[src/pcc_pkg.sv]
`default_nettype none

package pcc_pkg;

  localparam int WINDOW_DEF     = 32;
  localparam int COUNT_BITS_DEF = 16;

  localparam int TOTAL_BITS = 16;
  localparam int POS_W      = 31;
  localparam int NCODES     = 5;
  localparam int CODE_W     = 3;
  localparam int CMD_W      = 2;
  localparam int IN_W       = 48;
  localparam int OUT_W      = 104;
  localparam int ADDR_W     = 3;
  localparam int CFG_W      = 32;
  localparam int COV_W      = 16;
  localparam int QUAL_W     = 7;

  localparam logic [COV_W-1:0]  COV_RESET  = 16'd2;
  localparam logic [QUAL_W-1:0] QUAL_RESET = 7'd20;

  // quality characters are offset by '!'
  localparam logic [7:0] QUAL_OFFSET = 8'd33;

  localparam logic [CMD_W-1:0] CMD_ADD     = 2'd0;
  localparam logic [CMD_W-1:0] CMD_FIN_TO  = 2'd1;
  localparam logic [CMD_W-1:0] CMD_FIN_ALL = 2'd2;

  localparam logic [CODE_W-1:0] CODE_N = 3'd0;
  localparam logic [CODE_W-1:0] CODE_A = 3'd1;
  localparam logic [CODE_W-1:0] CODE_C = 3'd2;
  localparam logic [CODE_W-1:0] CODE_G = 3'd3;
  localparam logic [CODE_W-1:0] CODE_T = 3'd4;

  localparam logic REG_COV  = 1'b0;
  localparam logic REG_QUAL = 1'b1;

  typedef struct packed {
    logic latch_in;
    logic add_eval;
    logic add_write;
    logic fin_setup;
    logic fin_read;
    logic emit_pos;
    logic emit_gap;
    logic fin_finish;
  } pcc_cmd_t;

  typedef struct packed {
    logic add_ok;
    logic fin_go;
    logic walk_more;
    logic gap_needed;
    logic out_free;
  } pcc_stat_t;

  function automatic logic [CODE_W-1:0] code_of(input logic [7:0] c);
    logic [CODE_W-1:0] r;
    case (c)
      "A", "a": r = CODE_A;
      "C", "c": r = CODE_C;
      "G", "g": r = CODE_G;
      "T", "t": r = CODE_T;
      default:  r = CODE_N;
    endcase
    return r;
  endfunction

endpackage

`default_nettype wire

[src/pcc_ram.sv]
`default_nettype none

module pcc_ram #(
  parameter int WIDTH = 8,
  parameter int DEPTH = 32
) (
  input  wire logic                     clk,
  input  wire logic                     we,
  input  wire logic [$clog2(DEPTH)-1:0] waddr,
  input  wire logic [WIDTH-1:0]         wdata,
  input  wire logic                     re,
  input  wire logic [$clog2(DEPTH)-1:0] raddr,
  output logic      [WIDTH-1:0]         rdata
);

  logic [WIDTH-1:0] mem [DEPTH];

  always_ff @(posedge clk) begin
    if (we) begin
      mem[waddr] <= wdata;
    end
    if (re) begin
      rdata <= mem[raddr];
    end
  end

endmodule

`default_nettype wire

[src/pcc_ctrl.sv]
`default_nettype none

module pcc_ctrl import pcc_pkg::*; (
  input  wire logic             clk,
  input  wire logic             rst,
  input  wire logic             s_tvalid,
  output logic                  s_tready,
  input  wire logic [CMD_W-1:0] s_tuser,
  input  wire pcc_stat_t        stat,
  output pcc_cmd_t              cmd
);

  localparam logic [2:0] S_IDLE      = 3'd0;
  localparam logic [2:0] S_ADD_RD    = 3'd1;
  localparam logic [2:0] S_ADD_WR    = 3'd2;
  localparam logic [2:0] S_FIN_SETUP = 3'd3;
  localparam logic [2:0] S_FIN_RD    = 3'd4;
  localparam logic [2:0] S_FIN_EMIT  = 3'd5;
  localparam logic [2:0] S_FIN_GAP   = 3'd6;

  logic [2:0] state;
  logic [2:0] state_next;
  logic       accept;
  logic [2:0] entry_state;

  assign s_tready = (state == S_IDLE) || (state == S_ADD_WR);
  assign accept   = s_tvalid && s_tready;

  always_comb begin
    unique case (s_tuser) inside
      CMD_ADD:                 entry_state = S_ADD_RD;
      CMD_FIN_TO, CMD_FIN_ALL: entry_state = S_FIN_SETUP;
      default:                 entry_state = S_IDLE;
    endcase
  end

  always_comb begin
    cmd            = '0;
    cmd.latch_in   = accept;
    state_next     = state;
    unique case (state)
      S_IDLE: begin
        if (accept) begin
          state_next = entry_state;
        end
      end
      S_ADD_RD: begin
        cmd.add_eval = 1'b1;
        state_next   = stat.add_ok ? S_ADD_WR : S_IDLE;
      end
      S_ADD_WR: begin
        cmd.add_write = 1'b1;
        state_next    = accept ? entry_state : S_IDLE;
      end
      S_FIN_SETUP: begin
        cmd.fin_setup = 1'b1;
        state_next    = stat.fin_go ? S_FIN_RD : S_IDLE;
      end
      S_FIN_RD: begin
        cmd.fin_read = 1'b1;
        if (stat.walk_more) begin
          state_next = S_FIN_EMIT;
        end else if (stat.gap_needed) begin
          state_next = S_FIN_GAP;
        end else begin
          cmd.fin_finish = 1'b1;
          state_next     = S_IDLE;
        end
      end
      S_FIN_EMIT: begin
        // hold until the output register frees up
        if (stat.out_free) begin
          cmd.emit_pos = 1'b1;
          state_next   = S_FIN_RD;
        end
      end
      S_FIN_GAP: begin
        if (stat.out_free) begin
          cmd.emit_gap   = 1'b1;
          cmd.fin_finish = 1'b1;
          state_next     = S_IDLE;
        end
      end
      default: state_next = S_IDLE;
    endcase
  end

  always_ff @(posedge clk) begin
    if (rst) begin
      state <= S_IDLE;
    end else begin
      state <= state_next;
    end
  end

endmodule

`default_nettype wire

[src/pcc_datapath.sv]
`default_nettype none

module pcc_datapath import pcc_pkg::*; #(
  parameter int WINDOW     = WINDOW_DEF,
  parameter int COUNT_BITS = COUNT_BITS_DEF
) (
  input  wire logic              clk,
  input  wire logic              rst,
  input  wire pcc_cmd_t          cmd,
  output pcc_stat_t              stat,
  input  wire logic [COV_W-1:0]  cov_thr,
  input  wire logic [QUAL_W-1:0] qual_thr,
  input  wire logic [CMD_W-1:0]  s_tuser,
  input  wire logic [IN_W-1:0]   s_tdata,
  output logic                   m_tvalid,
  input  wire logic              m_tready,
  output logic      [OUT_W-1:0]  m_tdata,
  output logic                   m_tlast
);

  localparam int SLOT_W = $clog2(WINDOW);
  localparam int WORD_W = NCODES * COUNT_BITS + TOTAL_BITS;

  // latched input item
  logic [CMD_W-1:0] in_cmd;
  logic [7:0]       in_base;
  logic [7:0]       in_qual;
  logic             in_mapped;
  logic [POS_W-1:0] in_pos;

  // frontier is one bit wider: a full flush past the top position carries out
  logic              started;
  logic [POS_W:0]    frontier;
  logic [POS_W-1:0]  highest;
  logic              overflow_seen;
  logic [SLOT_W-1:0] fslot;
  logic [WINDOW-1:0] slot_valid;

  logic [SLOT_W-1:0] add_slot;
  logic [CODE_W-1:0] add_code;
  logic [POS_W:0]    target_r;
  logic [POS_W:0]    walk_p;
  logic [SLOT_W-1:0] wslot;

  logic             out_valid;
  logic [POS_W-1:0] out_pos;
  logic [CODE_W-1:0] out_code;
  logic [POS_W-1:0] out_gap;
  logic             out_ovf;
  logic [POS_W-1:0] out_front;
  logic             out_last;

  logic              ram_re;
  logic [SLOT_W-1:0] ram_raddr;
  logic [WORD_W-1:0] ram_rdata;
  logic [WORD_W-1:0] ram_wdata;

  // add evaluation
  logic [POS_W:0]    pos_ext;
  logic [POS_W:0]    eff_front;
  logic [POS_W-1:0]  eff_high;
  logic [POS_W:0]    diff;
  logic              qualified;
  logic [7:0]        q_adj;
  logic              in_win;
  logic [SLOT_W:0]   slot_sum;
  logic [SLOT_W-1:0] slot_comb;

  assign pos_ext   = {1'b0, in_pos};
  assign eff_front = started ? frontier : pos_ext;
  assign eff_high  = started ? highest : in_pos;
  assign diff      = pos_ext - eff_front;
  assign q_adj     = in_qual - QUAL_OFFSET;
  assign qualified = in_mapped && (in_qual >= QUAL_OFFSET) && (q_adj >= {1'b0, qual_thr});
  assign in_win    = (pos_ext >= eff_front) && (diff < (POS_W+1)'(WINDOW))
                     && (in_pos != {POS_W{1'b1}});
  assign slot_sum  = {1'b0, fslot} + {1'b0, diff[SLOT_W-1:0]};
  assign slot_comb = (slot_sum >= (SLOT_W+1)'(WINDOW))
                     ? SLOT_W'(slot_sum - (SLOT_W+1)'(WINDOW)) : SLOT_W'(slot_sum);

  // finalize target
  logic [POS_W:0] target_comb;
  assign target_comb = (in_cmd == CMD_FIN_TO) ? pos_ext : ({1'b0, highest} + 1'b1);

  // counter update for an add: a slot without its valid bit reads as zero
  logic [WORD_W-1:0] add_word;
  assign add_word = slot_valid[add_slot] ? ram_rdata : '0;

  always_comb begin
    logic [COUNT_BITS-1:0] cnt;
    logic [TOTAL_BITS-1:0] tot;
    ram_wdata = add_word;
    for (int j = 0; j < NCODES; j++) begin
      cnt = add_word[j*COUNT_BITS +: COUNT_BITS];
      if ((add_code == CODE_W'(j)) && (cnt != {COUNT_BITS{1'b1}})) begin
        ram_wdata[j*COUNT_BITS +: COUNT_BITS] = cnt + 1'b1;
      end
    end
    tot = add_word[NCODES*COUNT_BITS +: TOTAL_BITS];
    if (tot != {TOTAL_BITS{1'b1}}) begin
      ram_wdata[NCODES*COUNT_BITS +: TOTAL_BITS] = tot + 1'b1;
    end
  end

  // majority call for the walked slot; earliest code wins a tie
  logic [WORD_W-1:0] call_word;
  logic [CODE_W-1:0] call_code;
  assign call_word = slot_valid[wslot] ? ram_rdata : '0;

  always_comb begin
    logic [COUNT_BITS-1:0] best_cnt;
    logic [CODE_W-1:0]     best;
    best     = CODE_N;
    best_cnt = call_word[COUNT_BITS-1:0];
    for (int j = 1; j < NCODES; j++) begin
      if (call_word[j*COUNT_BITS +: COUNT_BITS] > best_cnt) begin
        best     = CODE_W'(j);
        best_cnt = call_word[j*COUNT_BITS +: COUNT_BITS];
      end
    end
    if (call_word[NCODES*COUNT_BITS +: TOTAL_BITS] < cov_thr) begin
      best = CODE_N;
    end
    call_code = best;
  end

  logic [SLOT_W-1:0] wslot_inc;
  logic [POS_W:0]    walk_p_inc;
  logic [POS_W:0]    gap_len;
  assign wslot_inc  = (wslot == SLOT_W'(WINDOW - 1)) ? '0 : wslot + 1'b1;
  assign walk_p_inc = walk_p + 1'b1;
  assign gap_len    = target_r - walk_p;

  assign stat.add_ok     = qualified && in_win;
  assign stat.fin_go     = started && (target_comb > frontier);
  assign stat.gap_needed = walk_p < target_r;
  assign stat.walk_more  = (walk_p < target_r) && (walk_p <= {1'b0, highest});
  assign stat.out_free   = !out_valid || m_tready;

  assign ram_re    = cmd.add_eval || cmd.fin_read;
  assign ram_raddr = cmd.fin_read ? wslot : slot_comb;

  pcc_ram #(
    .WIDTH (WORD_W),
    .DEPTH (WINDOW)
  ) u_counts (
    .clk   (clk),
    .we    (cmd.add_write),
    .waddr (add_slot),
    .wdata (ram_wdata),
    .re    (ram_re),
    .raddr (ram_raddr),
    .rdata (ram_rdata)
  );

  always_ff @(posedge clk) begin
    if (cmd.latch_in) begin
      in_cmd    <= s_tuser;
      in_base   <= s_tdata[7:0];
      in_qual   <= s_tdata[15:8];
      in_mapped <= s_tdata[16];
      in_pos    <= s_tdata[47:17];
    end
    if (cmd.add_eval) begin
      add_slot <= slot_comb;
      add_code <= code_of(in_base);
    end
    if (cmd.fin_setup) begin
      target_r <= target_comb;
      walk_p   <= frontier;
      wslot    <= fslot;
    end else if (cmd.emit_pos) begin
      walk_p <= walk_p_inc;
      wslot  <= wslot_inc;
    end
    if (cmd.emit_pos) begin
      out_pos   <= walk_p[POS_W-1:0];
      out_code  <= call_code;
      out_gap   <= '0;
      out_ovf   <= overflow_seen;
      out_front <= target_r[POS_W-1:0];
      out_last  <= (walk_p_inc == target_r);
    end else if (cmd.emit_gap) begin
      out_pos   <= walk_p[POS_W-1:0];
      out_code  <= CODE_N;
      out_gap   <= gap_len[POS_W-1:0];
      out_ovf   <= overflow_seen;
      out_front <= target_r[POS_W-1:0];
      out_last  <= 1'b1;
    end
  end

  always_ff @(posedge clk) begin
    if (rst) begin
      started       <= 1'b0;
      frontier      <= '0;
      highest       <= '0;
      overflow_seen <= 1'b0;
      fslot         <= '0;
      slot_valid    <= '0;
      out_valid     <= 1'b0;
    end else begin
      if (cmd.add_eval && qualified) begin
        started  <= 1'b1;
        frontier <= eff_front;
        if (!in_win) begin
          overflow_seen <= 1'b1;
          highest       <= eff_high;
        end else begin
          highest <= (in_pos > eff_high) ? in_pos : eff_high;
        end
      end
      if (cmd.add_write) begin
        slot_valid[add_slot] <= 1'b1;
      end
      if (cmd.emit_pos) begin
        slot_valid[wslot] <= 1'b0;
      end
      if (cmd.fin_finish) begin
        frontier <= target_r;
        fslot    <= wslot;
      end
      if (cmd.emit_pos || cmd.emit_gap) begin
        out_valid <= 1'b1;
      end else if (m_tready) begin
        out_valid <= 1'b0;
      end
    end
  end

  assign m_tvalid = out_valid;
  assign m_tlast  = out_last;
  assign m_tdata  = {(OUT_W - 3*POS_W - CODE_W - 1)'(0),
                     out_front, out_ovf, out_gap, out_code, out_pos};

`ifndef SYNTH
  a_frontier_mono: assert property (@(posedge clk) disable iff (rst)
    1'b1 |=> frontier >= $past(frontier))
    else $error("frontier moved backward");

  a_walk_bound: assert property (@(posedge clk) disable iff (rst)
    cmd.emit_pos |-> walk_p < target_r)
    else $error("walk emitted a position at or past the target");

  a_load_free: assert property (@(posedge clk) disable iff (rst)
    (cmd.emit_pos || cmd.emit_gap) |-> (!out_valid || m_tready))
    else $error("result loaded over an untaken item");

  a_span: assert property (@(posedge clk) disable iff (rst)
    (started && ({1'b0, highest} >= frontier))
      |-> (({1'b0, highest} - frontier) < (POS_W+1)'(WINDOW)))
    else $error("highest counted position left the window");
`endif

endmodule

`default_nettype wire

[src/pileup_consensus_caller_core.sv]
// Pileup consensus caller.
// Input stream s_*: one item per aligned base or command. s_tuser carries the
// command (add base, finalize up to position, finalize all); s_tdata carries
// base, quality, mapped flag and position. An add is a read-modify-write of
// the per-position counter RAM (one read port, one write port): a read state,
// then a write state that can already take the next item. A finalize runs a
// setup state, then a RAM read state and a call-and-emit state per finalized
// position, a closing read state, and a gap state when a trailing gap item is
// emitted. Up to WINDOW + 1 result items per finalize; the last carries
// m_tlast. A finalize that gives no result ends after its setup state; the
// unused command leads to no other state. Output m_* is a single output
// register: when the receiver stalls, the walk holds on the pending position
// and no further input is taken. Reset clears the counter valid bits,
// frontier, overflow flag and the output register at once (no clearing pass),
// and restores the thresholds to their defaults. Thresholds are to be written
// over the APB port only while the block is idle; the block does not check it.
`default_nettype none

module pileup_consensus_caller_core import pcc_pkg::*; #(
  parameter int WINDOW     = WINDOW_DEF,
  parameter int COUNT_BITS = COUNT_BITS_DEF
) (
  input  wire logic              clk,
  input  wire logic              rst,
  input  wire logic              s_tvalid,
  output logic                   s_tready,
  // base_char[7:0], quality_char[15:8], base_mapped[16], position[47:17]
  input  wire logic [IN_W-1:0]   s_tdata,
  // command[1:0]
  input  wire logic [CMD_W-1:0]  s_tuser,
  output logic                   m_tvalid,
  input  wire logic              m_tready,
  // out_position[30:0], consensus_code[33:31], gap_length[64:34],
  // window_overflow[65], frontier_position[96:66], zero fill[103:97]
  output logic      [OUT_W-1:0]  m_tdata,
  output logic                   m_tlast,
  input  wire logic              psel,
  input  wire logic              penable,
  input  wire logic              pwrite,
  input  wire logic [ADDR_W-1:0] paddr,
  input  wire logic [CFG_W-1:0]  pwdata,
  output logic      [CFG_W-1:0]  prdata,
  output logic                   pready
);

  logic [COV_W-1:0]  cov_thr;
  logic [QUAL_W-1:0] qual_thr;
  logic              cfg_write;
  pcc_cmd_t          cmd;
  pcc_stat_t         stat;

  assign pready    = 1'b1;
  assign cfg_write = psel && penable && pwrite && pready;

  always_ff @(posedge clk) begin
    if (rst) begin
      cov_thr  <= COV_RESET;
      qual_thr <= QUAL_RESET;
    end else if (cfg_write) begin
      unique case (paddr[2])
        REG_COV:  cov_thr  <= pwdata[COV_W-1:0];
        REG_QUAL: qual_thr <= pwdata[QUAL_W-1:0];
        default:  cov_thr  <= cov_thr;
      endcase
    end
  end

  always_comb begin
    unique case (paddr[2])
      REG_COV:  prdata = {(CFG_W - COV_W)'(0), cov_thr};
      REG_QUAL: prdata = {(CFG_W - QUAL_W)'(0), qual_thr};
      default:  prdata = '0;
    endcase
  end

  pcc_ctrl u_ctrl (
    .clk      (clk),
    .rst      (rst),
    .s_tvalid (s_tvalid),
    .s_tready (s_tready),
    .s_tuser  (s_tuser),
    .stat     (stat),
    .cmd      (cmd)
  );

  pcc_datapath #(
    .WINDOW     (WINDOW),
    .COUNT_BITS (COUNT_BITS)
  ) u_dp (
    .clk      (clk),
    .rst      (rst),
    .cmd      (cmd),
    .stat     (stat),
    .cov_thr  (cov_thr),
    .qual_thr (qual_thr),
    .s_tuser  (s_tuser),
    .s_tdata  (s_tdata),
    .m_tvalid (m_tvalid),
    .m_tready (m_tready),
    .m_tdata  (m_tdata),
    .m_tlast  (m_tlast)
  );

endmodule

`default_nettype wire

[config.mk]
export PLATFORM = sky130hd
export DESIGN_NAME = pileup_consensus_caller_core
export DESIGN_NICKNAME = d
export VERILOG_FILES = /design/src/pcc_pkg.sv /design/src/pcc_ram.sv /design/src/pcc_ctrl.sv /design/src/pcc_datapath.sv /design/src/pileup_consensus_caller_core.sv
export SDC_FILE = /design/constraint.sdc
export NUM_CORES = 2
export LEC_CHECK = 0
export BUFFER_PORTS_ARGS = -buffer_cell sky130_fd_sc_hd__clkbuf_2
export CELL_PAD_IN_SITES_DETAIL_PLACEMENT = 1
export CELL_PAD_IN_SITES_GLOBAL_PLACEMENT = 1
export CORE_ASPECT_RATIO = 1.1
export CORE_MARGIN = 2
export CORE_UTILIZATION = 25
export DETAILED_ROUTE_END_ITERATION = 7
export PLACE_DENSITY_LB_ADDON = 0.3
export SLEW_MARGIN = 20
export SYNTH_ARGS = -nofsm -noshare
export SYNTH_HDL_FRONTEND = slang
export SYNTH_SLANG_ARGS = --single-unit
[constraint.sdc]
create_clock -name clk -period 10.6 [get_ports clk]
set_clock_uncertainty 0.2 [all_clocks]
set_input_delay 0.53 -clock clk [delete_from_list [all_inputs] [get_ports clk]]
set_output_delay 0.53 -clock clk [all_outputs]
set_load 0.01 [all_outputs]
==> results list <==
* Status: completed
- In this run the worst path has a maximum fanout of 18.
- 1st-iter DRT viols: 8,533
- Summing the sequential cell areas from Yosys gives 68.5% of the chip area.
- Entering global routing, the biggest net connects 147 pins.
* Transition time at the pin with the least slew margin: 1.23 ns
- Number of H-tree branching levels: 5
- The initial antenna violation count came to 21.
* Number of enable flip-flop cells after synthesis: 3,361
* Vias in the first global route: 107k
* I/O pins: 232
- The area growth from synthesis to layout is 17.4%.
- Setup violations remaining at the end of the flow were counted as 0.
- Clock tree from TritonCTS: yes
* DP Cell Count: 20.3k
* Commonest cells after routing, fill and taps aside: sky130_fd_sc_hd__nand2_1 (3,487), sky130_fd_sc_hd__edfxtp_1 (3,361), sky130_fd_sc_hd__nand3_1 (1,109)
* Dpl hpwl: 289,000 um
* Path category of the worst min-delay check: in -> reg
* Post-route clock period utilization: 96.2%
- Number of CTS-inserted buffers: 393
- CP Capture Type: flop
- Detailed routing inserted a total of 105k vias.
- Syn avg cell area: 12.1 um2
* Average vias per placed instance: 4.96
* Filler-free cell count of the finished design: 21.2k
- Main area contributors after synthesis: sky130_fd_sc_hd__edfxtp_1 (66%), sky130_fd_sc_hd__nand2_1 (8.6%), sky130_fd_sc_hd__nand3_1 (3.7%)
* CP Class: reg -> reg
- Global routing consumed, over all layers together, 16.9% of the routing resources.
- Max-cap violations: 0
- The die covers 0.614 mm2.
* Crit path top cell by count: sky130_fd_sc_hd__o21a_1
- Yosys top cell area share: 66.4%
- Y dimension of the die: 822 um
- First-pass iteration count of the detailed router: 5
- Total negative setup slack: 0 ns
- Clock-pin slew was measured on the worst setup and hold paths at 0.06 ns.
* Minimum clock period after layout: 10.19 ns
- Post-Place Worst Slack: -0.284 ns
- The clock net in this run drives a total of 3,521 sinks.
* Most frequent standard cell in the layout excluding fill and tap cells: sky130_fd_sc_hd__nand2_1
- The total overflow left after global routing is 0.
* Row Count: 300
- The first global-routing pass estimated 775,000 um of wire.
- Floorplan core area: 0.606 mm2
* DRC violation count after routing: 0
- The number of pins with negative max-slew slack in the final report was 0.
- Post-synthesis register bit count: 3,521
- Hold Slack: 0.0885 ns
* Highest ir drop seen on vdd: 158 uV
- Dividing total power by cell area gives a power density of 199 mW/mm2.
* CTS root buffer: sky130_fd_sc_hd__clkbuf_16
- Port buffer count: 188
- Maximum achievable frequency: 98.1 MHz
- In the final layout, the share of cells above drive strength 1 is 10.7%.
* Worst-Skew Late Latency: 1.00 ns
- Across all setup checks in the final design, the least slack found is 0.408 ns.
- Data arrival time at the worst-slack endpoint: 10.84 ns
* Standby leakage power: 0.0614 uW
- Count of mapped cells out of synthesis: 12.5k
* Fin. Hold Viols: 0
- Summing all placed instances gives a cell area of 0.164 mm2.
- Cell with the biggest individual delay on the critical path: sky130_fd_sc_hd__mux4_2
* Weighted congestion reported at the end of routability-driven placement: 0.816
- Post-route cell area: 0.178 mm2
- Slew HR: 17.4%
- Number of nets in the final layout: 13.3k
- In the synthesized netlist the dominant register cell turns out to be sky130_fd_sc_hd__edfxtp_1.
- Initial core utilization: 25.1%
* Netlist Area Pre-Place: 0.152 mm2
* Number of distinct library cell variants in the gate-level netlist after synthesis: 95
* Die width: 747 um
- During synthesis, Yosys emitted a total of 0 warnings.
- In this run the remaining antenna-violating nets after routing total 0.
- Clock Path Buffers: 4
- The synthesized design spends more area on one cell type than any other, namely sky130_fd_sc_hd__edfxtp_1.
- Routed Wire Length: 540,000 um
- In this design, the stage delay of the slowest critical-path cell is 0.51 ns.
- Required time at the endpoint of the critical path: 11.25 ns
- In the final routed layout, each cell accounts on average for 25.5 um.
- The worst setup path is launched from a flop.
- After filler insertion, the fill cell instance count of the layout stands at 65.9k.
- Synth async-reset ratio: 0%
[critical path, delay by kind of cell (launching register included)]
kind / cells / cell delay [ns]
compound gates: 31 / 5.31
buf+inv: 6 / 1.05
mux: 2 / 0.86
flops: 1 / 0.36
simple gates: 10 / 1.20
fa+ha+maj: 4 / 1.09
[state kept, by name, indices dropped and copies added, names as in the netlist, 5 cells and up]
register / count
u_dp.out_front: 31
cov_thr: 16
u_dp.in_base: 7
u_dp.target_r: 32
qual_thr: 7
u_dp.fslot: 5
u_dp.in_pos: 31
u_dp.highest: 31
u_dp.u_counts.mem: 3072
u_dp.out_pos: 31
u_dp.u_counts.rdata: 96
u_dp.out_gap: 31
u_dp.walk_p: 32
u_dp.in_qual: 8
u_dp.frontier: 32
u_dp.slot_valid: 32
u_dp.wslot: 5
u_dp.add_slot: 5
[routing by layer]
layer	global-route usage (%)	wire, um
met1	23.4	246000
met2	28.7	258000
met3	1.67	23500
met4	3.50	11700
met5	0	22
[power breakdown]
| part | internal (uW) | switching (uW) |
|---|---|---|
| clock network | 7560 | 5850 |
| registers | 15300 | 207 |
| logic | 1950 | 4550 |
| total | 24800 | 10600 |
[cells by family after synthesis]
logic type                 count (synthesis)  share of synthesized area [%]
and+or+nand+nor                         5796                           16.8
DFF                                     3521                           68.5
AOI/OAI and AO/OA                       1605                           7.72
buffers and inverters                   1053                           2.72
adders and majority gates                293                           2.43
xor gates and xnor gates                 202                           1.16
muxes                                     74                          0.629
other                                      2                        0.00494
[what timing repair did]
item | in CTS | in global routing
resized for setup | 15 | 42
hold buffers | 120 | 0
buffers inserted | 3 | 16
pin swaps | 5 | 18
endpoints found under the hold margin | 86 | 0
cloned | 1 | 1
endpoints found under the setup margin | 3 | 3
[cells in the mapped netlist (all sizes together), types with 8 or more instances]
library cell / n
a31oi: 138
a221oi: 31
a22oi: 9
and2: 92
o211ai: 11
a311oi: 612
inv: 222
nand4: 80
a21boi: 9
nand3b: 10
o21bai: 8
mux4: 16
nor3: 52
or2: 13
o31ai: 106
a21o: 74
a211oi: 49
a21oi: 290
clkbuf: 726
or2b: 60
ha: 290
buf: 104
o21ai: 152
mux2: 12
edfxtp: 3361
nand2b: 44
or3: 31
o2111ai: 10
nand3: 1111
xnor2: 124
nor2: 311
and3: 356
nand2: 3491
xor2: 78
dfxtp: 160
mux2i: 46
o21a: 46
nor4: 23
nor3b: 15
and4: 13
nor2b: 70
[layout make-up]
type,count,area (um2),area share (%)
Sequential cell,3521,104000,58.4
Multi-Input combinational cell,7994,45000,25.2
Clock buffer,470,10200,5.73
Tap cell,8003,10000,5.61
Timing Repair Buffer,735,6060,3.40
Clock inverter,239,2140,1.20
Inverter,223,838,0.470
Antenna cell,3,7.51,0.00421
[through the flow]
stage          util, %  total power [uW]
2_1_floorplan        -             19700
3_3_place_gp      27.1             22300
3_5_place_dp      27.1             22300
4_1_cts           29.4             35800
5_1_grt           29.4             36800
6_report          29.4             35400
[worst paths after layout]
kind | endpoint | start | depth (start not counted) | slack [ns]
worst min register to register | u_dp.out_gap[29]$_SDFFE_PP0P_ | u_dp.out_gap[29]$_SDFFE_PP0P_ | 2 | 0.25
worst max-delay path | u_dp.out_code[1]$_SDFFCE_PN0P_ | u_dp.wslot[0]$_DFFE_PP_ | 53 | 0.41
worst min-delay path | u_dp.in_pos[14]$_DFFE_PP_ | s_tdata[31] | 2 | 0.09
worst max register to register | u_dp.out_code[1]$_SDFFCE_PN0P_ | u_dp.wslot[0]$_DFFE_PP_ | 53 | 0.41
No activity file was read; power rests on OpenSTA's default activity.
